$ cat config.mk
export PLATFORM = sky130hd
export DESIGN_NAME = source_text_tokenizer_core
export DESIGN_NICKNAME = d
export VERILOG_FILES = /design/src/hdl/sttk_pkg.sv /design/src/hdl/sttk_front.sv /design/src/hdl/sttk_lexer.sv /design/src/hdl/sttk_outq.sv /design/src/hdl/source_text_tokenizer_core.sv
export SDC_FILE = /design/constraint.sdc
export NUM_CORES = 1
export LEC_CHECK = 0
export ABC_AREA = 1
export BUFFER_PORTS_ARGS = -buffer_cell sky130_fd_sc_hd__buf_2
export CAP_MARGIN = 30
export CELL_PAD_IN_SITES_DETAIL_PLACEMENT = 0
export CELL_PAD_IN_SITES_GLOBAL_PLACEMENT = 1
export CORE_MARGIN = 5
export CORE_UTILIZATION = 53
export CTS_CLUSTER_DIAMETER = 120
export DETAILED_ROUTE_END_ITERATION = 8
export GPL_TIMING_DRIVEN = 0
export PLACE_DENSITY = 0.82
export SLEW_MARGIN = 20
export SYNTH_ARGS = -nofsm -noshare
export SYNTH_HDL_FRONTEND = slang
export SYNTH_HIERARCHICAL = 1
export SYNTH_SLANG_ARGS = --single-unit
$ cat constraint.sdc
create_clock -name aclk -period 8.7 [get_ports aclk]
set_clock_uncertainty 0.1 [all_clocks]
set_input_delay 0 -clock aclk [delete_from_list [all_inputs] [get_ports aclk]]
set_output_delay 0 -clock aclk [all_outputs]
set_load 0.05 [all_outputs]
$ cat src/hdl/sttk_pkg.sv
// Shared types, codes and the byte classifier of the source text tokenizer.
package sttk_pkg;

    localparam int OFFSET_BITS_DEF = 32;
    localparam int LENGTH_BITS_DEF = 16;
    localparam int OFFSET_MAX_BITS = 32;
    localparam int LEN_OUT_BITS    = 16;
    localparam int QUEUE_DEPTH     = 4;
    localparam int PTR_BITS        = $clog2(QUEUE_DEPTH);
    localparam int CNT_BITS        = $clog2(QUEUE_DEPTH + 1);

    // token kinds
    localparam logic [4:0] K_EOF    = 5'd0;
    localparam logic [4:0] K_ERR    = 5'd1;
    localparam logic [4:0] K_NAME   = 5'd2;
    localparam logic [4:0] K_INT    = 5'd3;
    localparam logic [4:0] K_FLOAT  = 5'd4;
    localparam logic [4:0] K_STR    = 5'd5;
    localparam logic [4:0] K_SYM    = 5'd6;
    localparam logic [4:0] K_DIR    = 5'd7;
    localparam logic [4:0] K_OP     = 5'd8;
    localparam logic [4:0] K_HASHBR = 5'd9;
    localparam logic [4:0] K_ASSIGN = 5'd10;
    localparam logic [4:0] K_COLON  = 5'd11;
    localparam logic [4:0] K_DOT    = 5'd12;
    localparam logic [4:0] K_COMMA  = 5'd13;
    localparam logic [4:0] K_BAR    = 5'd14;
    localparam logic [4:0] K_LPAR   = 5'd15;
    localparam logic [4:0] K_RPAR   = 5'd16;
    localparam logic [4:0] K_LBRK   = 5'd17;
    localparam logic [4:0] K_RBRK   = 5'd18;
    localparam logic [4:0] K_LBRC   = 5'd19;
    localparam logic [4:0] K_RBRC   = 5'd20;

    // error codes
    localparam logic [2:0] E_NONE        = 3'd0;
    localparam logic [2:0] E_HASH        = 3'd1;
    localparam logic [2:0] E_DOLLAR      = 3'd2;
    localparam logic [2:0] E_UNCLOSED    = 3'd3;
    localparam logic [2:0] E_ESCAPE      = 3'd4;
    localparam logic [2:0] E_QUOTE       = 3'd5;
    localparam logic [2:0] E_AT          = 3'd6;
    localparam logic [2:0] E_MEANINGLESS = 3'd7;

    typedef struct packed {
        logic       alpha;
        logic       digit;
        logic       hex;
        logic       op;
        logic       blank;
        logic       punct;
        logic [4:0] punct_kind;
    } char_class_t;

    typedef struct packed {
        logic        valid;
        logic [7:0]  code;
        char_class_t cls;
    } byte_req_t;

    typedef struct packed {
        logic [4:0]                 kind;
        logic [2:0]                 err;
        logic [OFFSET_MAX_BITS-1:0] off;
        logic [LEN_OUT_BITS-1:0]    len;
        logic                       last;
    } token_t;

    function automatic char_class_t classify(input logic [7:0] c);
        char_class_t r;
        r.digit = (c >= "0") && (c <= "9");
        r.alpha = ((c >= "a") && (c <= "z")) || ((c >= "A") && (c <= "Z")) || (c == "_");
        r.hex   = r.digit || ((c >= "a") && (c <= "f")) || ((c >= "A") && (c <= "F"));
        r.op    = (c == "+") || (c == "-") || (c == "*") || (c == "/") || (c == "<") ||
                  (c == ">") || (c == "=") || (c == "!") || (c == "&") || (c == "^") ||
                  (c == "%") || (c == "~") || (c == "?") || (c == "\\");
        r.blank = (c == " ") || (c == 8'h09) || (c == 8'h0D) || (c == 8'h0A);
        r.punct = 1'b1;
        unique case (c)
            ".":     r.punct_kind = K_DOT;
            ",":     r.punct_kind = K_COMMA;
            "|":     r.punct_kind = K_BAR;
            "(":     r.punct_kind = K_LPAR;
            ")":     r.punct_kind = K_RPAR;
            "[":     r.punct_kind = K_LBRK;
            "]":     r.punct_kind = K_RBRK;
            "{":     r.punct_kind = K_LBRC;
            "}":     r.punct_kind = K_RBRC;
            default: begin
                r.punct      = 1'b0;
                r.punct_kind = K_ERR;
            end
        endcase
        return r;
    endfunction

endpackage

$ cat src/hdl/sttk_front.sv
// Front end: accepts source bytes, classifies them and queues them for the lexer.
module sttk_front
    import sttk_pkg::*;
(
    input  logic       aclk,
    input  logic       aresetn,
    input  logic       s_valid,
    output logic       s_ready,
    input  logic [7:0] s_char_code,
    output byte_req_t  head,
    input  logic       pop
);

    byte_req_t              q_reg [QUEUE_DEPTH];
    logic [PTR_BITS-1:0]    wr_reg, rd_reg;
    logic [CNT_BITS-1:0]    cnt_reg;
    logic                   push;

    assign s_ready = (cnt_reg != CNT_BITS'(QUEUE_DEPTH));
    assign push    = s_valid && s_ready;

    // present the oldest byte
    always_comb begin
        head       = q_reg[rd_reg];
        head.valid = (cnt_reg != '0);
    end

    // store classified bytes
    always_ff @(posedge aclk) begin
        if (push) begin
            q_reg[wr_reg].valid <= 1'b1;
            q_reg[wr_reg].code  <= s_char_code;
            q_reg[wr_reg].cls   <= classify(s_char_code);
        end
    end

    // advance pointers and fill count
    always_ff @(posedge aclk) begin
        if (!aresetn) begin
            wr_reg  <= '0;
            rd_reg  <= '0;
            cnt_reg <= '0;
        end else begin
            if (push) begin
                wr_reg <= (wr_reg == PTR_BITS'(QUEUE_DEPTH - 1)) ? '0 : wr_reg + 1'b1;
            end
            if (pop) begin
                rd_reg <= (rd_reg == PTR_BITS'(QUEUE_DEPTH - 1)) ? '0 : rd_reg + 1'b1;
            end
            if (push && !pop) begin
                cnt_reg <= cnt_reg + 1'b1;
            end else if (pop && !push) begin
                cnt_reg <= cnt_reg - 1'b1;
            end
        end
    end

endmodule

$ cat src/hdl/sttk_lexer.sv
// Back end: scanner state machine that lexes bytes one at a time into token requests.
module sttk_lexer
    import sttk_pkg::*;
#(
    parameter int OFFSET_BITS = OFFSET_BITS_DEF,
    parameter int LENGTH_BITS = LENGTH_BITS_DEF
) (
    input  logic      aclk,
    input  logic      aresetn,
    input  byte_req_t head,
    output logic      pop,
    input  logic      outq_full,
    output logic      push,
    output token_t    push_data
);

    localparam int OB = OFFSET_BITS;
    localparam int LB = LENGTH_BITS;

    localparam logic [4:0] M_IDLE = 5'd0,  M_COMMENT = 5'd1,  M_NAME = 5'd2,  M_HASH = 5'd3,
                           M_HASHNEG = 5'd4, M_DEC = 5'd5,    M_DOLLAR = 5'd6, M_HEX = 5'd7,
                           M_PCT = 5'd8,   M_BIN = 5'd9,      M_FINT = 5'd10, M_FDOT = 5'd11,
                           M_FFRAC = 5'd12, M_FE = 5'd13,     M_FESIGN = 5'd14, M_FEXP = 5'd15,
                           M_STR = 5'd16,  M_QUOTE = 5'd17,   M_SYMB = 5'd18, M_AT = 5'd19,
                           M_DIRB = 5'd20, M_COLON = 5'd21,   M_BAR = 5'd22,  M_OPR = 5'd23;

    localparam logic [1:0] A_DONE = 2'd0, A_AGAIN = 2'd1, A_RELEX = 2'd2;

    logic [4:0]    mode_reg, mode_next;
    logic [OB-1:0] tbeg_reg, tbeg_next;
    logic [OB-1:0] pos_reg, pos_next;
    logic [LB-1:0] run_reg, run_next;
    logic [7:0]    held_reg [2];
    logic [7:0]    held_next [2];
    logic [1:0]    hcnt_reg, hcnt_next;
    logic          esc_reg, esc_next;
    logic [7:0]    replay_reg [2];
    logic [7:0]    replay_next [2];
    logic [1:0]    rcnt_reg, rcnt_next;

    logic          pv_reg, plast_reg;
    token_t        pend_reg;

    logic [7:0]    c;
    char_class_t   cl;
    logic          have, go, step_end;
    logic [1:0]    act;
    logic          emit, eof_hit;
    logic [4:0]    e_kind;
    logic [2:0]    e_err;
    logic [OB-1:0] e_off;
    logic [LB-1:0] e_run;
    logic [LB+15:0] e_ext;
    token_t        new_tok;
    logic [LB+1:0] sum1, sumh;
    logic [LB-1:0] run_g1, run_gh;

    // pick the byte to feed: replayed lookahead first
    always_comb begin
        c    = (rcnt_reg != 2'd0) ? replay_reg[0] : head.code;
        cl   = (rcnt_reg != 2'd0) ? classify(replay_reg[0]) : head.cls;
        have = (rcnt_reg != 2'd0) || head.valid;
        go   = have && (!pv_reg || !outq_full);
    end

    // saturating length growth
    always_comb begin
        sum1   = {2'b00, run_reg} + (LB+2)'(1);
        sumh   = {2'b00, run_reg} + (LB+2)'(hcnt_reg) + (LB+2)'(1);
        run_g1 = (sum1[LB+1:LB] != 2'b00) ? '1 : sum1[LB-1:0];
        run_gh = (sumh[LB+1:LB] != 2'b00) ? '1 : sumh[LB-1:0];
    end

    // scan one byte
    always_comb begin
        mode_next      = mode_reg;
        tbeg_next      = tbeg_reg;
        run_next       = run_reg;
        held_next      = held_reg;
        hcnt_next      = hcnt_reg;
        esc_next       = esc_reg;
        replay_next    = replay_reg;
        rcnt_next      = rcnt_reg;
        pos_next       = pos_reg;
        act            = A_DONE;
        emit           = 1'b0;
        eof_hit        = 1'b0;
        e_kind         = K_EOF;
        e_err          = E_NONE;
        e_off          = tbeg_reg;
        e_run          = run_reg;

        unique case (mode_reg)
            M_IDLE: begin
                e_off = pos_reg;
                e_run = LB'(1);
                priority if (c == 8'h00) begin
                    emit      = 1'b1;
                    e_run     = '0;
                    eof_hit   = 1'b1;
                    tbeg_next = '0;
                    run_next  = '0;
                    hcnt_next = 2'd0;
                    esc_next  = 1'b0;
                end else if (cl.blank) begin
                    mode_next = M_IDLE;
                end else if (c == ";") begin
                    mode_next = M_COMMENT;
                end else if (cl.alpha || cl.digit || c == "#" || c == "$" || c == "%" ||
                             c == "\"" || c == "'" || c == "@" || c == ":" || c == "|" ||
                             cl.op) begin
                    tbeg_next = pos_reg;
                    run_next  = LB'(1);
                    priority if (cl.alpha)  mode_next = M_NAME;
                    else if (c == "#")      mode_next = M_HASH;
                    else if (c == "$")      mode_next = M_DOLLAR;
                    else if (c == "%")      mode_next = M_PCT;
                    else if (cl.digit)      mode_next = M_FINT;
                    else if (c == "\"") begin
                        mode_next = M_STR;
                        esc_next  = 1'b0;
                    end
                    else if (c == "'")      mode_next = M_QUOTE;
                    else if (c == "@")      mode_next = M_AT;
                    else if (c == ":")      mode_next = M_COLON;
                    else if (c == "|")      mode_next = M_BAR;
                    else                    mode_next = M_OPR;
                end else if (cl.punct) begin
                    emit   = 1'b1;
                    e_kind = cl.punct_kind;
                end else begin
                    emit   = 1'b1;
                    e_kind = K_ERR;
                    e_err  = E_MEANINGLESS;
                end
            end
            M_COMMENT: begin
                if (c == 8'h00) begin
                    mode_next = M_IDLE;
                    act       = A_AGAIN;
                end else if (c == 8'h0A) begin
                    mode_next = M_IDLE;
                end
            end
            M_NAME, M_SYMB, M_DIRB: begin
                if (cl.alpha || cl.digit) begin
                    run_next = run_g1;
                end else begin
                    emit   = 1'b1;
                    e_kind = (mode_reg == M_NAME) ? K_NAME :
                             (mode_reg == M_SYMB) ? K_SYM : K_DIR;
                    act    = A_AGAIN;
                end
            end
            M_HASH, M_HASHNEG: begin
                if (mode_reg == M_HASH && c == "[") begin
                    emit   = 1'b1;
                    e_kind = K_HASHBR;
                    e_run  = run_g1;
                end else if (mode_reg == M_HASH && c == "-") begin
                    run_next  = run_g1;
                    mode_next = M_HASHNEG;
                end else if (cl.digit) begin
                    run_next  = run_g1;
                    mode_next = M_DEC;
                end else begin
                    emit   = 1'b1;
                    e_kind = K_ERR;
                    e_err  = E_HASH;
                    act    = A_AGAIN;
                end
            end
            M_DEC, M_HEX, M_BIN, M_FEXP: begin
                if ((mode_reg == M_DEC && cl.digit) || (mode_reg == M_HEX && cl.hex) ||
                    (mode_reg == M_BIN && (c == "0" || c == "1")) ||
                    (mode_reg == M_FEXP && cl.digit)) begin
                    run_next = run_g1;
                end else begin
                    emit   = 1'b1;
                    e_kind = (mode_reg == M_FEXP) ? K_FLOAT : K_INT;
                    act    = A_AGAIN;
                end
            end
            M_DOLLAR: begin
                if (cl.hex) begin
                    run_next  = run_g1;
                    mode_next = M_HEX;
                end else begin
                    emit   = 1'b1;
                    e_kind = K_ERR;
                    e_err  = E_DOLLAR;
                    act    = A_AGAIN;
                end
            end
            M_PCT: begin
                if (c == "0" || c == "1") begin
                    run_next  = run_g1;
                    mode_next = M_BIN;
                end else begin
                    mode_next = M_OPR;
                    act       = A_AGAIN;
                end
            end
            M_FINT, M_FFRAC: begin
                if (cl.digit) begin
                    run_next = run_g1;
                end else if ((c == "." && mode_reg == M_FINT) || c == "e" || c == "E") begin
                    if (hcnt_reg != 2'd2) begin
                        held_next[hcnt_reg[0]] = c;
                        hcnt_next              = hcnt_reg + 2'd1;
                    end
                    mode_next = (c == ".") ? M_FDOT : M_FE;
                end else begin
                    emit   = 1'b1;
                    e_kind = K_FLOAT;
                    act    = A_AGAIN;
                end
            end
            M_FDOT, M_FE, M_FESIGN: begin
                if (mode_reg == M_FE && (c == "+" || c == "-")) begin
                    if (hcnt_reg != 2'd2) begin
                        held_next[hcnt_reg[0]] = c;
                        hcnt_next              = hcnt_reg + 2'd1;
                    end
                    mode_next = M_FESIGN;
                end else if (cl.digit) begin
                    run_next  = run_gh;
                    hcnt_next = 2'd0;
                    mode_next = (mode_reg == M_FDOT) ? M_FFRAC : M_FEXP;
                end else begin
                    emit   = 1'b1;
                    e_kind = K_FLOAT;
                    act    = A_RELEX;
                end
            end
            M_STR: begin
                if (esc_reg) begin
                    esc_next = 1'b0;
                    if (c == "\"" || c == "\\" || c == "n" || c == "t" || c == "r") begin
                        run_next  = run_gh;
                        hcnt_next = 2'd0;
                    end else begin
                        emit   = 1'b1;
                        e_kind = K_ERR;
                        e_err  = E_ESCAPE;
                        e_off  = pos_reg - OB'(hcnt_reg);
                        e_run  = '0;
                        act    = A_RELEX;
                    end
                end else if (c == "\"") begin
                    emit   = 1'b1;
                    e_kind = K_STR;
                    e_run  = run_g1;
                end else if (c == 8'h00) begin
                    emit   = 1'b1;
                    e_kind = K_ERR;
                    e_err  = E_UNCLOSED;
                    act    = A_AGAIN;
                end else if (c == "\\") begin
                    if (hcnt_reg != 2'd2) begin
                        held_next[hcnt_reg[0]] = c;
                        hcnt_next              = hcnt_reg + 2'd1;
                    end
                    esc_next = 1'b1;
                end else begin
                    run_next = run_g1;
                end
            end
            M_QUOTE, M_AT: begin
                if (cl.alpha) begin
                    run_next  = run_g1;
                    mode_next = (mode_reg == M_QUOTE) ? M_SYMB : M_DIRB;
                end else begin
                    emit   = 1'b1;
                    e_kind = K_ERR;
                    e_err  = (mode_reg == M_QUOTE) ? E_QUOTE : E_AT;
                    act    = A_AGAIN;
                end
            end
            M_COLON: begin
                emit = 1'b1;
                if (c == "=") begin
                    e_kind = K_ASSIGN;
                    e_run  = run_g1;
                end else begin
                    e_kind = K_COLON;
                    act    = A_AGAIN;
                end
            end
            M_BAR: begin
                if (c == "|") begin
                    run_next  = run_g1;
                    mode_next = M_OPR;
                end else begin
                    emit   = 1'b1;
                    e_kind = K_BAR;
                    act    = A_AGAIN;
                end
            end
            M_OPR: begin
                if (cl.op) begin
                    run_next = run_g1;
                end else begin
                    emit   = 1'b1;
                    e_kind = K_OP;
                    act    = A_AGAIN;
                end
            end
            default: begin
                mode_next = M_IDLE;
                hcnt_next = 2'd0;
                esc_next  = 1'b0;
                act       = A_AGAIN;
            end
        endcase

        // a token that ends returns the scanner to idle
        if (emit && mode_reg != M_IDLE) begin
            mode_next = M_IDLE;
            run_next  = '0;
        end

        // advance past the byte, or rewind to lex the held bytes again
        if (act == A_DONE) begin
            pos_next = eof_hit ? '0 : pos_reg + 1'b1;
            if (rcnt_reg != 2'd0) begin
                replay_next[0] = replay_reg[1];
                rcnt_next      = rcnt_reg - 2'd1;
            end
        end else if (act == A_RELEX) begin
            replay_next = held_reg;
            rcnt_next   = hcnt_reg;
            pos_next    = pos_reg - OB'(hcnt_reg);
            mode_next   = M_IDLE;
            hcnt_next   = 2'd0;
            esc_next    = 1'b0;
        end
    end

    assign step_end = go && (act == A_DONE) && (rcnt_reg == 2'd0);
    assign pop      = step_end;

    // build the token request
    always_comb begin
        e_ext        = {16'b0, e_run};
        new_tok.kind = e_kind;
        new_tok.err  = e_err;
        new_tok.off  = OFFSET_MAX_BITS'(e_off);
        new_tok.len  = (e_ext[LB+15:16] != '0) ? '1 : e_ext[15:0];
        new_tok.last = 1'b0;
    end

    assign push = pv_reg && !outq_full && (plast_reg || (go && emit));

    always_comb begin
        push_data      = pend_reg;
        push_data.last = plast_reg;
    end

    // update scanner state
    always_ff @(posedge aclk) begin
        if (!aresetn) begin
            mode_reg <= M_IDLE;
            tbeg_reg <= '0;
            pos_reg  <= '0;
            run_reg  <= '0;
            hcnt_reg <= 2'd0;
            esc_reg  <= 1'b0;
            rcnt_reg <= 2'd0;
        end else if (go) begin
            mode_reg <= mode_next;
            tbeg_reg <= tbeg_next;
            pos_reg  <= pos_next;
            run_reg  <= run_next;
            hcnt_reg <= hcnt_next;
            esc_reg  <= esc_next;
            rcnt_reg <= rcnt_next;
        end
    end

    always_ff @(posedge aclk) begin
        if (go) begin
            held_reg   <= held_next;
            replay_reg <= replay_next;
        end
    end

    // hold the newest token until it is known whether it closes the run
    always_ff @(posedge aclk) begin
        if (!aresetn) begin
            pv_reg    <= 1'b0;
            plast_reg <= 1'b0;
        end else if (go && emit) begin
            pv_reg    <= 1'b1;
            plast_reg <= step_end;
        end else if (push) begin
            pv_reg    <= 1'b0;
            plast_reg <= 1'b0;
        end else if (step_end && pv_reg) begin
            plast_reg <= 1'b1;
        end
    end

    always_ff @(posedge aclk) begin
        if (go && emit) begin
            pend_reg <= new_tok;
        end
    end

    // checks
    a_hcnt: assert property (@(posedge aclk) disable iff (!aresetn) hcnt_reg != 2'd3)
        else $error("held count out of range");
    a_rcnt: assert property (@(posedge aclk) disable iff (!aresetn) rcnt_reg != 2'd3)
        else $error("replay count out of range");
    a_relex: assert property (@(posedge aclk) disable iff (!aresetn)
        (go && act == A_RELEX) |=> (rcnt_reg == $past(hcnt_reg) && mode_reg == M_IDLE))
        else $error("relex did not load held bytes");
    a_esc: assert property (@(posedge aclk) disable iff (!aresetn)
        esc_reg |-> (mode_reg == M_STR && hcnt_reg == 2'd1))
        else $error("escape open outside string");
    a_plast: assert property (@(posedge aclk) disable iff (!aresetn)
        plast_reg |-> pv_reg)
        else $error("run end flagged with no pending token");

endmodule

$ cat src/hdl/sttk_outq.sv
// Output queue: buffers token requests toward the result channel.
module sttk_outq
    import sttk_pkg::*;
#(
    parameter int OFFSET_BITS = OFFSET_BITS_DEF
) (
    input  logic                   aclk,
    input  logic                   aresetn,
    input  logic                   push,
    input  token_t                 push_data,
    output logic                   full,
    output logic                   m_valid,
    input  logic                   m_ready,
    output logic [4:0]             m_token_kind,
    output logic [2:0]             m_error_kind,
    output logic [OFFSET_BITS-1:0] m_token_offset,
    output logic [LEN_OUT_BITS-1:0] m_token_length,
    output logic                   m_last_of_run
);

    token_t              q_reg [QUEUE_DEPTH];
    logic [PTR_BITS-1:0] wr_reg, rd_reg;
    logic [CNT_BITS-1:0] cnt_reg;
    logic                pop;
    token_t              head;

    assign full    = (cnt_reg == CNT_BITS'(QUEUE_DEPTH));
    assign m_valid = (cnt_reg != '0);
    assign pop     = m_valid && m_ready;
    assign head    = q_reg[rd_reg];

    assign m_token_kind   = head.kind;
    assign m_error_kind   = head.err;
    assign m_token_offset = head.off[OFFSET_BITS-1:0];
    assign m_token_length = head.len;
    assign m_last_of_run  = head.last;

    // store requests
    always_ff @(posedge aclk) begin
        if (push) begin
            q_reg[wr_reg] <= push_data;
        end
    end

    // advance pointers and fill count
    always_ff @(posedge aclk) begin
        if (!aresetn) begin
            wr_reg  <= '0;
            rd_reg  <= '0;
            cnt_reg <= '0;
        end else begin
            if (push) begin
                wr_reg <= (wr_reg == PTR_BITS'(QUEUE_DEPTH - 1)) ? '0 : wr_reg + 1'b1;
            end
            if (pop) begin
                rd_reg <= (rd_reg == PTR_BITS'(QUEUE_DEPTH - 1)) ? '0 : rd_reg + 1'b1;
            end
            if (push && !pop) begin
                cnt_reg <= cnt_reg + 1'b1;
            end else if (pop && !push) begin
                cnt_reg <= cnt_reg - 1'b1;
            end
        end
    end

endmodule

$ cat src/hdl/source_text_tokenizer_core.sv
// Source text tokenizer top level: byte queue, scanner and token queue.
//
// Input channel s_*: one source byte per request, byte 0 ends the text.
// Output channel m_*: one token record per request (kind, error code,
// offset, saturated length, last_of_run on the final token of a byte).
// A four-entry byte queue feeds the scanner; the scanner runs one scan
// step per cycle while it has a byte and no pending token waits on a
// full token queue. A byte that ends a token without being part of it
// is scanned again once the token is emitted. A failed lookahead emits
// on the failing step, then replays the held bytes before that byte is
// scanned again. A token passes through the byte queue, the scan step,
// the run-end hold and then the four-entry token queue, in that order.
// The newest token waits in the hold until the next token or the end of
// its byte shows whether it closes the run.
// When the receiver stalls the token queue fills, the scanner stops and
// the byte queue fills, then s_ready drops; nothing is lost.
// Reset clears the queues and returns the scanner to idle at offset zero.
module source_text_tokenizer_core
    import sttk_pkg::*;
#(
    parameter int OFFSET_BITS = OFFSET_BITS_DEF,
    parameter int LENGTH_BITS = LENGTH_BITS_DEF
) (
    input  logic                    aclk,
    input  logic                    aresetn,
    input  logic                    s_valid,
    output logic                    s_ready,
    input  logic [7:0]              s_char_code,
    output logic                    m_valid,
    input  logic                    m_ready,
    output logic [4:0]              m_token_kind,
    output logic [2:0]              m_error_kind,
    output logic [OFFSET_BITS-1:0]  m_token_offset,
    output logic [LEN_OUT_BITS-1:0] m_token_length,
    output logic                    m_last_of_run
);

    byte_req_t head;
    logic      pop;
    logic      outq_full;
    logic      push;
    token_t    push_data;

    sttk_front u_front (
        .aclk        (aclk),
        .aresetn     (aresetn),
        .s_valid     (s_valid),
        .s_ready     (s_ready),
        .s_char_code (s_char_code),
        .head        (head),
        .pop         (pop)
    );

    sttk_lexer #(
        .OFFSET_BITS (OFFSET_BITS),
        .LENGTH_BITS (LENGTH_BITS)
    ) u_lexer (
        .aclk      (aclk),
        .aresetn   (aresetn),
        .head      (head),
        .pop       (pop),
        .outq_full (outq_full),
        .push      (push),
        .push_data (push_data)
    );

    sttk_outq #(
        .OFFSET_BITS (OFFSET_BITS)
    ) u_outq (
        .aclk           (aclk),
        .aresetn        (aresetn),
        .push           (push),
        .push_data      (push_data),
        .full           (outq_full),
        .m_valid        (m_valid),
        .m_ready        (m_ready),
        .m_token_kind   (m_token_kind),
        .m_error_kind   (m_error_kind),
        .m_token_offset (m_token_offset),
        .m_token_length (m_token_length),
        .m_last_of_run  (m_last_of_run)
    );

endmodule
==> results.sh, run 1 <==
export IMPL_outcome="completed"
export IMPL_hold_path_class="in2reg"
export IMPL_syn_num_nets=2958
export IMPL_cts_root_buf="sky130_fd_sc_hd__clkbuf_16"
export IMPL_grt_first_pass_wirelength_um=120000
export IMPL_nets=3098
export IMPL_synth_top_cells_by_count="sky130_fd_sc_hd__nand2_1 (543), sky130_fd_sc_hd__nor2_1 (404), sky130_fd_sc_hd__edfxtp_1 (392), sky130_fd_sc_hd__inv_1 (243), sky130_fd_sc_hd__o21ai_0 (235)"
export IMPL_largest_register_ff_count=228
export IMPL_grtUsageTotal_pct=28.6
export IMPL_unique_cell_type_count_in_the_yosys_netlist=57
export IMPL_ir_drop_mv=0.213
export IMPL_htree_levels=2
export IMPL_gp_congestion=0.973
export IMPL_setup_worst_path_start_class="flip-flop"
export IMPL_die_w_um=231
export IMPL_cts_repair_resized=0
export IMPL_post_route_min_period_ns=5.20
export IMPL_cts_path_max_buffers=3
export IMPL_arrival_ns=5.58
export IMPL_area_delta_synth_final_pct=11.9
export IMPL_max_freq_mhz=192
export IMPL_rows=80
export IMPL_cell_count_post_placement=3610
export IMPL_start_util_pct=53.9
export IMPL_netlist_instances=2920
export IMPL_route_detailed_vias_per_inst=5.86
export IMPL_power_density_nw_per_um2=353
export IMPL_timing_setup_critical_path_class="reg2reg"
export IMPL_routed_wl_um=77800
export IMPL_clk_pin_slew_ns=0.06
export IMPL_synth_edf_count=392
export IMPL_number_of_antenna_violations_at_the_first_check_in_global_routing=1
export IMPL_first_global_vias=20842
export IMPL_dieHeight_um=231
export IMPL_tritoncts="built"
export IMPL_power_static_leakage_uw=0.0111
export IMPL_yosys_register_bits=502
export IMPL_hold_start="s_char_code[1]"
export IMPL_synth_seq_area_share_pct=54.1
export IMPL_primary_flip_flop_cell_chosen_by_synthesis_mapping="sky130_fd_sc_hd__edfxtp_1"
export IMPL_drt_antenna_violating_nets=0
export IMPL_layout_cells_non_filler=3718
export IMPL_drc_errors=0
export IMPL_synth_top_cell_area_share_pct=45.6
export IMPL_synth_cell_area_um2=25800
export IMPL_clock_latency_late_sink_ns=0.60
export IMPL_max_cap_viol_count=0
export IMPL_ios=71
export IMPL_multiInputGateArea_um2=10100
export IMPL_finalSetupViolations=0
export IMPL_synthesis_yosys_warnings=6
export IMPL_crit_path_max_fanout=10
export IMPL_final_layout_size_suffix_gt1_share_pct=10.1
export IMPL_cts_buffers=51
export IMPL_async_s_r_ff_share_synth_pct=0
export IMPL_num_antenna_cells=0
export IMPL_via_count=21790
export IMPL_timing_critical_path_to_type="flip-flop"
export IMPL_worst_pin_slew_ns=0.919
export IMPL_reg2reg_setup_slack_ns=3.50
export IMPL_synth_most_common_cell="sky130_fd_sc_hd__nand2_1"
export IMPL_remaining_overflow_grt=0
export IMPL_synth_top_area_cell="sky130_fd_sc_hd__edfxtp_1"
export IMPL_fillers=4184
export IMPL_fp_coreArea_um2=47900
export IMPL_clock_sinks=502
export IMPL_syn_area_per_cell_um2=8.84
export IMPL_numPortBuffers=70
export IMPL_setup_total_negative_slack_ns=0
export IMPL_ff_latch_area_um2=14000
export IMPL_headroom_to_the_max_slew_limit_pct=38.3
export IMPL_timing_critical_path_required_ns=9.09
export IMPL_hold_viol_final=0
export IMPL_wl_per_cell_um=20.9
export IMPL_timing_final_max_slew_violations=0
export IMPL_synth_top_area_cells="sky130_fd_sc_hd__edfxtp_1 (46%), sky130_fd_sc_hd__dfxtp_1 (8.5%), sky130_fd_sc_hd__nand2_1 (7.9%)"
export IMPL_dp_hpwl_um=56000
export IMPL_setup_repair_after_global_routing_missed_its_margin="false"
export IMPL_detailedRoute_firstIterationViolations=2133
export IMPL_grt_max_degree=58
export IMPL_period_share_pct=59.7
export IMPL_dr_pass1_iters=6
export IMPL_die_area_um2=53200
worst max-delay path, stage by stage, from the launching register on:
cell and delay [ns]:
sky130_fd_sc_hd__dfxtp_1 0.33, sky130_fd_sc_hd__clkbuf_1 0.39, sky130_fd_sc_hd__clkbuf_1 0.42, sky130_fd_sc_hd__o21ai_0 0.19, sky130_fd_sc_hd__o22ai_1 0.30, sky130_fd_sc_hd__nand2_1 0.09
sky130_fd_sc_hd__nand2_1 0.17, sky130_fd_sc_hd__nand2_1 0.11, sky130_fd_sc_hd__nor2_2 0.18, sky130_fd_sc_hd__nand2_1 0.16, sky130_fd_sc_hd__nand2_1 0.22, sky130_fd_sc_hd__nand3_1 0.10
sky130_fd_sc_hd__nor2_1 0.17, sky130_fd_sc_hd__nand3_1 0.13, sky130_fd_sc_hd__nor2_2 0.14, sky130_fd_sc_hd__nand3_4 0.13, sky130_fd_sc_hd__nor2_4 0.13, sky130_fd_sc_hd__inv_2 0.08
sky130_fd_sc_hd__nor2_1 0.39, sky130_fd_sc_hd__inv_1 0.18, sky130_fd_sc_hd__ha_1 0.23, sky130_fd_sc_hd__inv_1 0.10, sky130_fd_sc_hd__fa_1 0.42, sky130_fd_sc_hd__o21ai_0 0.17
sky130_fd_sc_hd__a21oi_1 0.05
placed cells by master (no fill, tap or decap), types with 10 or more instances in the layout:
master / netlist / final
sky130_fd_sc_hd__nand3_1: 173 / 173
sky130_fd_sc_hd__inv_2: 24 / 24
sky130_fd_sc_hd__o21ai_1: 28 / 28
sky130_fd_sc_hd__xor2_1: 75 / 75
sky130_fd_sc_hd__nand4_1: 20 / 20
sky130_fd_sc_hd__nor3_1: 51 / 51
sky130_fd_sc_hd__dfxtp_1: 110 / 110
sky130_fd_sc_hd__edfxtp_1: 392 / 392
sky130_fd_sc_hd__buf_6: 17 / 17
sky130_fd_sc_hd__clkbuf_1: 76 / 88
sky130_fd_sc_hd__buf_2: 38 / 108
sky130_fd_sc_hd__nand2_2: 22 / 22
sky130_fd_sc_hd__o21ai_0: 235 / 235
sky130_fd_sc_hd__o211ai_1: 34 / 34
sky130_fd_sc_hd__clkinv_1: 2 / 10
sky130_fd_sc_hd__ha_1: 22 / 22
sky130_fd_sc_hd__nor2_2: 12 / 13
sky130_fd_sc_hd__inv_1: 243 / 238
sky130_fd_sc_hd__nor2_1: 404 / 400
sky130_fd_sc_hd__a21oi_1: 150 / 150
sky130_fd_sc_hd__a22oi_1: 28 / 28
sky130_fd_sc_hd__clkbuf_16: 0 / 52
sky130_fd_sc_hd__dlygate4sd3_1: 0 / 12
sky130_fd_sc_hd__nand2_1: 543 / 543
sky130_fd_sc_hd__o22ai_1: 100 / 100
sky130_fd_sc_hd__nor4_1: 11 / 11
power by group:
group / internal (uW) / leakage (uW) / switching [uW] / total (uW)
Sequential: 3030 / 0.00445 / 212 / 3240
Combinational: 1200 / 0.00581 / 3540 / 4740
Clock: 1270 / 0.000814 / 930 / 2200
path summary, 6_finish.rpt:
kind	end	cells past startpoint
setup / recovery	u_front/cnt_reg[1]$_SDFFE_PN0P_	24
hold / removal	u_front/q_reg[1][12]$_DFFE_PP_	2
setup reg to reg	u_front/cnt_reg[1]$_SDFFE_PN0P_	24
hold reg to reg	u_lexer/replay_reg[2]$_DFFE_PP_	0
cell families (layout without fill, tap and decap cells):
group | after synthesis | after routing | share of synthesized area, %
compound gates | 626 | 626 | 13.9
xor+xnor | 81 | 81 | 2.75
fa+ha+maj | 26 | 26 | 1.38
buf+inv | 417 | 600 | 6.89
flops | 502 | 502 | 54.1
simple gates | 1268 | 1268 | 21.0
cell type report:
type | instances | share of cell area (%)
Sequential cell | 502 | 48.4
Clock buffer | 66 | 4.76
Clock inverter | 30 | 1.06
Timing Repair Buffer | 87 | 1.98
Multi-Input combinational cell | 2001 | 35.0
Inverter | 270 | 3.56
Tap cell | 615 | 2.66
Buffer | 147 | 2.64
repair_timing:
item,in CTS,in global routing
setup buffers,0,0
endpoints found under the setup margin,0,0
hold buffers,12,0
endpoints found under the hold margin,66,0
metal layers:
layer  GRT usage (%)  vias to the layer above  wire length [um]
met4            7.84                        2              1920
met3            4.89                      113              5820
li1                -                    10318                 -
met1            40.0                    10514             33500
met2            46.5                      843             36500
met5               0                        -                13
stage by stage:
stage | util [%] | worst slack (ns) | power [uW] | hold slack (ns) | instance area, um^2
after floorplan | - | 4.63 | 6440 | -0.00113 | 25800
after global routing | 60.3 | 3.13 | 10700 | 0.112 | 28900
final | 60.3 | 3.50 | 10200 | 0.105 | 28900
after detailed placement | 56.5 | 3.58 | 7970 | 0.165 | 27100
after CTS | 60.3 | 3.55 | 10200 | 0.0886 | 28900
after global placement | 56.2 | 2.49 | 7890 | 0.158 | 26900
Note: power is estimated with default switching activity, not from simulation.
==> run 2, diff against run 1 <==
--- a/config.mk
+++ b/config.mk
@@ -11,11 +11,11 @@
 export CELL_PAD_IN_SITES_DETAIL_PLACEMENT = 0
 export CELL_PAD_IN_SITES_GLOBAL_PLACEMENT = 1
 export CORE_MARGIN = 5
-export CORE_UTILIZATION = 53
+export CORE_UTILIZATION = 49
 export CTS_CLUSTER_DIAMETER = 120
 export DETAILED_ROUTE_END_ITERATION = 8
 export GPL_TIMING_DRIVEN = 0
-export PLACE_DENSITY = 0.82
+export PLACE_DENSITY = 0.77
 export SLEW_MARGIN = 20
 export SYNTH_ARGS = -nofsm -noshare
 export SYNTH_HDL_FRONTEND = slang
==> constraint.sdc (replaced) <==
create_clock -name aclk -period 5.1 [get_ports aclk]
set_clock_uncertainty 0.1 [all_clocks]
set_input_delay 0 -clock aclk [delete_from_list [all_inputs] [get_ports aclk]]
set_output_delay 0 -clock aclk [all_outputs]
set_load 0.05 [all_outputs]
==> run 2 against run 1 <==
Critical endpoint unchanged. Cell area increased by 0.51%. Utilization decreased by 4.8 points. Register-to-register slack got worse by 3.1 ns. Largest power group unchanged.
==> results.sh, run 2 (same netlist as run 1, synthesis figures left out) <==
export IMPL_outcome="completed"
export IMPL_route_detailed_vias_per_inst=5.67
export IMPL_nets=3101
export IMPL_mostFrequentLayoutCells="sky130_fd_sc_hd__nand2_1 (542), sky130_fd_sc_hd__nor2_1 (399), sky130_fd_sc_hd__edfxtp_1 (392)"
export IMPL_rows=84
export IMPL_hold_path_class="in2reg"
export IMPL_setup_worst_path_start_class="flip-flop"
export IMPL_setup_total_negative_slack_ns=0
export IMPL_first_global_vias=20792
export IMPL_routed_wl_um=79300
export IMPL_ir_drop_mv=0.314
export IMPL_wl_per_cell_um=20.9
export IMPL_num_antenna_cells=0
export IMPL_gp_congestion=0.934
export IMPL_grt_max_degree=57
export IMPL_post_route_min_period_ns=4.72
export IMPL_timing_setup_critical_path_class="reg2reg"
export IMPL_hold_viol_final=0
export IMPL_layout_cells_most_common="sky130_fd_sc_hd__nand2_1"
export IMPL_clk_pin_slew_ns=0.06
export IMPL_timing_critical_path_to_type="flip-flop"
export IMPL_ios=71
export IMPL_tritoncts="built"
export IMPL_cts_root_buf="sky130_fd_sc_hd__clkbuf_16"
export IMPL_drc_errors=0
export IMPL_timing_final_max_slew_violations=0
export IMPL_max_cap_viol_count=0
export IMPL_dp_hpwl_um=57900
export IMPL_finalSetupViolations=0
export IMPL_die_w_um=240
export IMPL_cts_buffers=52
export IMPL_numPortBuffers=70
export IMPL_fp_coreArea_um2=52300
export IMPL_arrival_ns=5.10
export IMPL_setup_repair_after_global_routing_missed_its_margin="false"
export IMPL_grtUsageTotal_pct=27.2
export IMPL_multiInputGateArea_um2=10100
export IMPL_htree_levels=2
export IMPL_drt_antenna_violating_nets=0
export IMPL_worst_pin_slew_ns=1.04
export IMPL_start_util_pct=49.3
export IMPL_crit_path_max_fanout=10
export IMPL_number_of_antenna_violations_at_the_first_check_in_global_routing=0
export IMPL_final_util_pct=55.5
export IMPL_timing_critical_path_required_ns=5.48
export IMPL_largest_register_ff_count=228
export IMPL_period_share_pct=92.6
export IMPL_grt_first_pass_wirelength_um=121000
export IMPL_max_freq_mhz=212
export IMPL_detailedRoute_firstIterationViolations=1735
export IMPL_cts_setup_buffers=0
export IMPL_remaining_overflow_grt=0
export IMPL_dr_pass1_iters=7
export IMPL_fillers=4797
export IMPL_cts_path_max_buffers=3
export IMPL_final_layout_size_suffix_gt1_share_pct=10.5
export IMPL_clock_sinks=502
export IMPL_die_area_um2=57400
export IMPL_dieHeight_um=240
export IMPL_via_count=21488
export IMPL_headroom_to_the_max_slew_limit_pct=30.5
export IMPL_power_static_leakage_uw=0.0111
export IMPL_clock_latency_late_sink_ns=0.61
export IMPL_area_delta_synth_final_pct=12.4
export IMPL_ff_latch_area_um2=14000
export IMPL_power_density_nw_per_um2=601
==> run 2: cell count changes in the layout (fill, tap and decap cells not counted), moves of 2 or more <==
| cell | delta |
|---|---|
| sky130_fd_sc_hd__clkbuf_1 | -11 |
| sky130_fd_sc_hd__buf_16 | +4 |
| sky130_fd_sc_hd__clkinv_2 | +4 |
| sky130_fd_sc_hd__buf_12 | -3 |
| sky130_fd_sc_hd__clkbuf_2 | +3 |
| sky130_fd_sc_hd__buf_2 | +2 |
| sky130_fd_sc_hd__nor2_2 | +2 |
==> run 2: where the power goes <==
| group | internal, uW | leakage, uW | switching (uW) |
|---|---|---|---|
| clock | 2110 | 0.000817 | 1600 |
| combinational | 2080 | 0.00585 | 6110 |
| sequential | 5170 | 0.00445 | 368 |
==> run 2: cell type report <==
| type | instances | share of cell area [%] |
|---|---|---|
| buffer | 146 | 2.63 |
| clock buffer | 59 | 4.61 |
| clock inverter | 37 | 1.16 |
| inverter | 270 | 3.54 |
| multi-input combinational | 2001 | 34.8 |
| sequential | 502 | 48.1 |
| tap | 688 | 2.96 |
| timing repair buffer | 90 | 2.20 |
==> run 2: metrics by stage <==
stage | instances | setup slack (ns) | hold slack, ns | power, uW | instance area, um^2
final | 3793 | 0.376 | 0.116 | 17400 | 29000
after global routing | 3793 | 0.0163 | 0.119 | 18400 | 29000
after CTS | 3794 | 0.0934 | 0.0902 | 17500 | 29000
after detailed placement | 3686 | 0.0379 | 0.171 | 13700 | 27200
after global placement | 3678 | -1.39 | 0.168 | 13600 | 27000
after floorplan | 2920 | 1.03 | -0.00113 | 11000 | 25800
==> run 2: worst paths after layout <==
check                                                    from                         endpoint  slack [ns]  cells past startpoint
worst max register to register                      flip-flop  u_front/cnt_reg[1]$_SDFFE_PN0P_        0.38                     25
worst min register to register  u_lexer/held_reg[6]$_DFFE_PP_  u_lexer/replay_reg[6]$_DFFE_PP_        0.31                      0
worst max-delay path                                flip-flop  u_front/cnt_reg[1]$_SDFFE_PN0P_        0.38                     25
worst min-delay path                           s_char_code[1]   u_front/q_reg[0][12]$_DFFE_PP_        0.12                      2
==> run 2: worst max-delay path, cell delays in order (launching register included) <==
cell and delay, ns:
sky130_fd_sc_hd__dfxtp_1 0.34, sky130_fd_sc_hd__inv_1 0.07, sky130_fd_sc_hd__buf_2 0.22, sky130_fd_sc_hd__buf_2 0.30
sky130_fd_sc_hd__nor2_1 0.07, sky130_fd_sc_hd__o22ai_1 0.27, sky130_fd_sc_hd__nand2_1 0.09, sky130_fd_sc_hd__nand2_1 0.18
sky130_fd_sc_hd__nand2_1 0.11, sky130_fd_sc_hd__nor2_2 0.17, sky130_fd_sc_hd__nand2_1 0.17, sky130_fd_sc_hd__nand2_1 0.24
sky130_fd_sc_hd__nand3_1 0.12, sky130_fd_sc_hd__nor2_1 0.16, sky130_fd_sc_hd__nand3_1 0.12, sky130_fd_sc_hd__nor2_2 0.14
sky130_fd_sc_hd__nand3_4 0.13, sky130_fd_sc_hd__nor2_4 0.13, sky130_fd_sc_hd__inv_2 0.08, sky130_fd_sc_hd__nor2_1 0.28
sky130_fd_sc_hd__inv_1 0.15, sky130_fd_sc_hd__ha_1 0.22, sky130_fd_sc_hd__inv_1 0.10, sky130_fd_sc_hd__fa_1 0.41
sky130_fd_sc_hd__o21ai_0 0.17, sky130_fd_sc_hd__a21oi_1 0.06
==> run 2: per-layer routing <==
metal | global-route usage (%) | vias to the layer above | wire length, um
met4 | 7.59 | 0 | 2060
met3 | 4.66 | 121 | 5660
met2 | 43.5 | 761 | 36700
met1 | 38.6 | 10289 | 34900
met5 | 0 | - | 0
li1 | - | 10317 | -
==> run 2: timing repair <==
item | in CTS | in global routing
endpoints found under the setup margin | 2 | 192
pin swaps | 0 | 0
hold endpoints to repair | 70 | 0
resized for setup | 1 | 10
hold buffers | 12 | 0
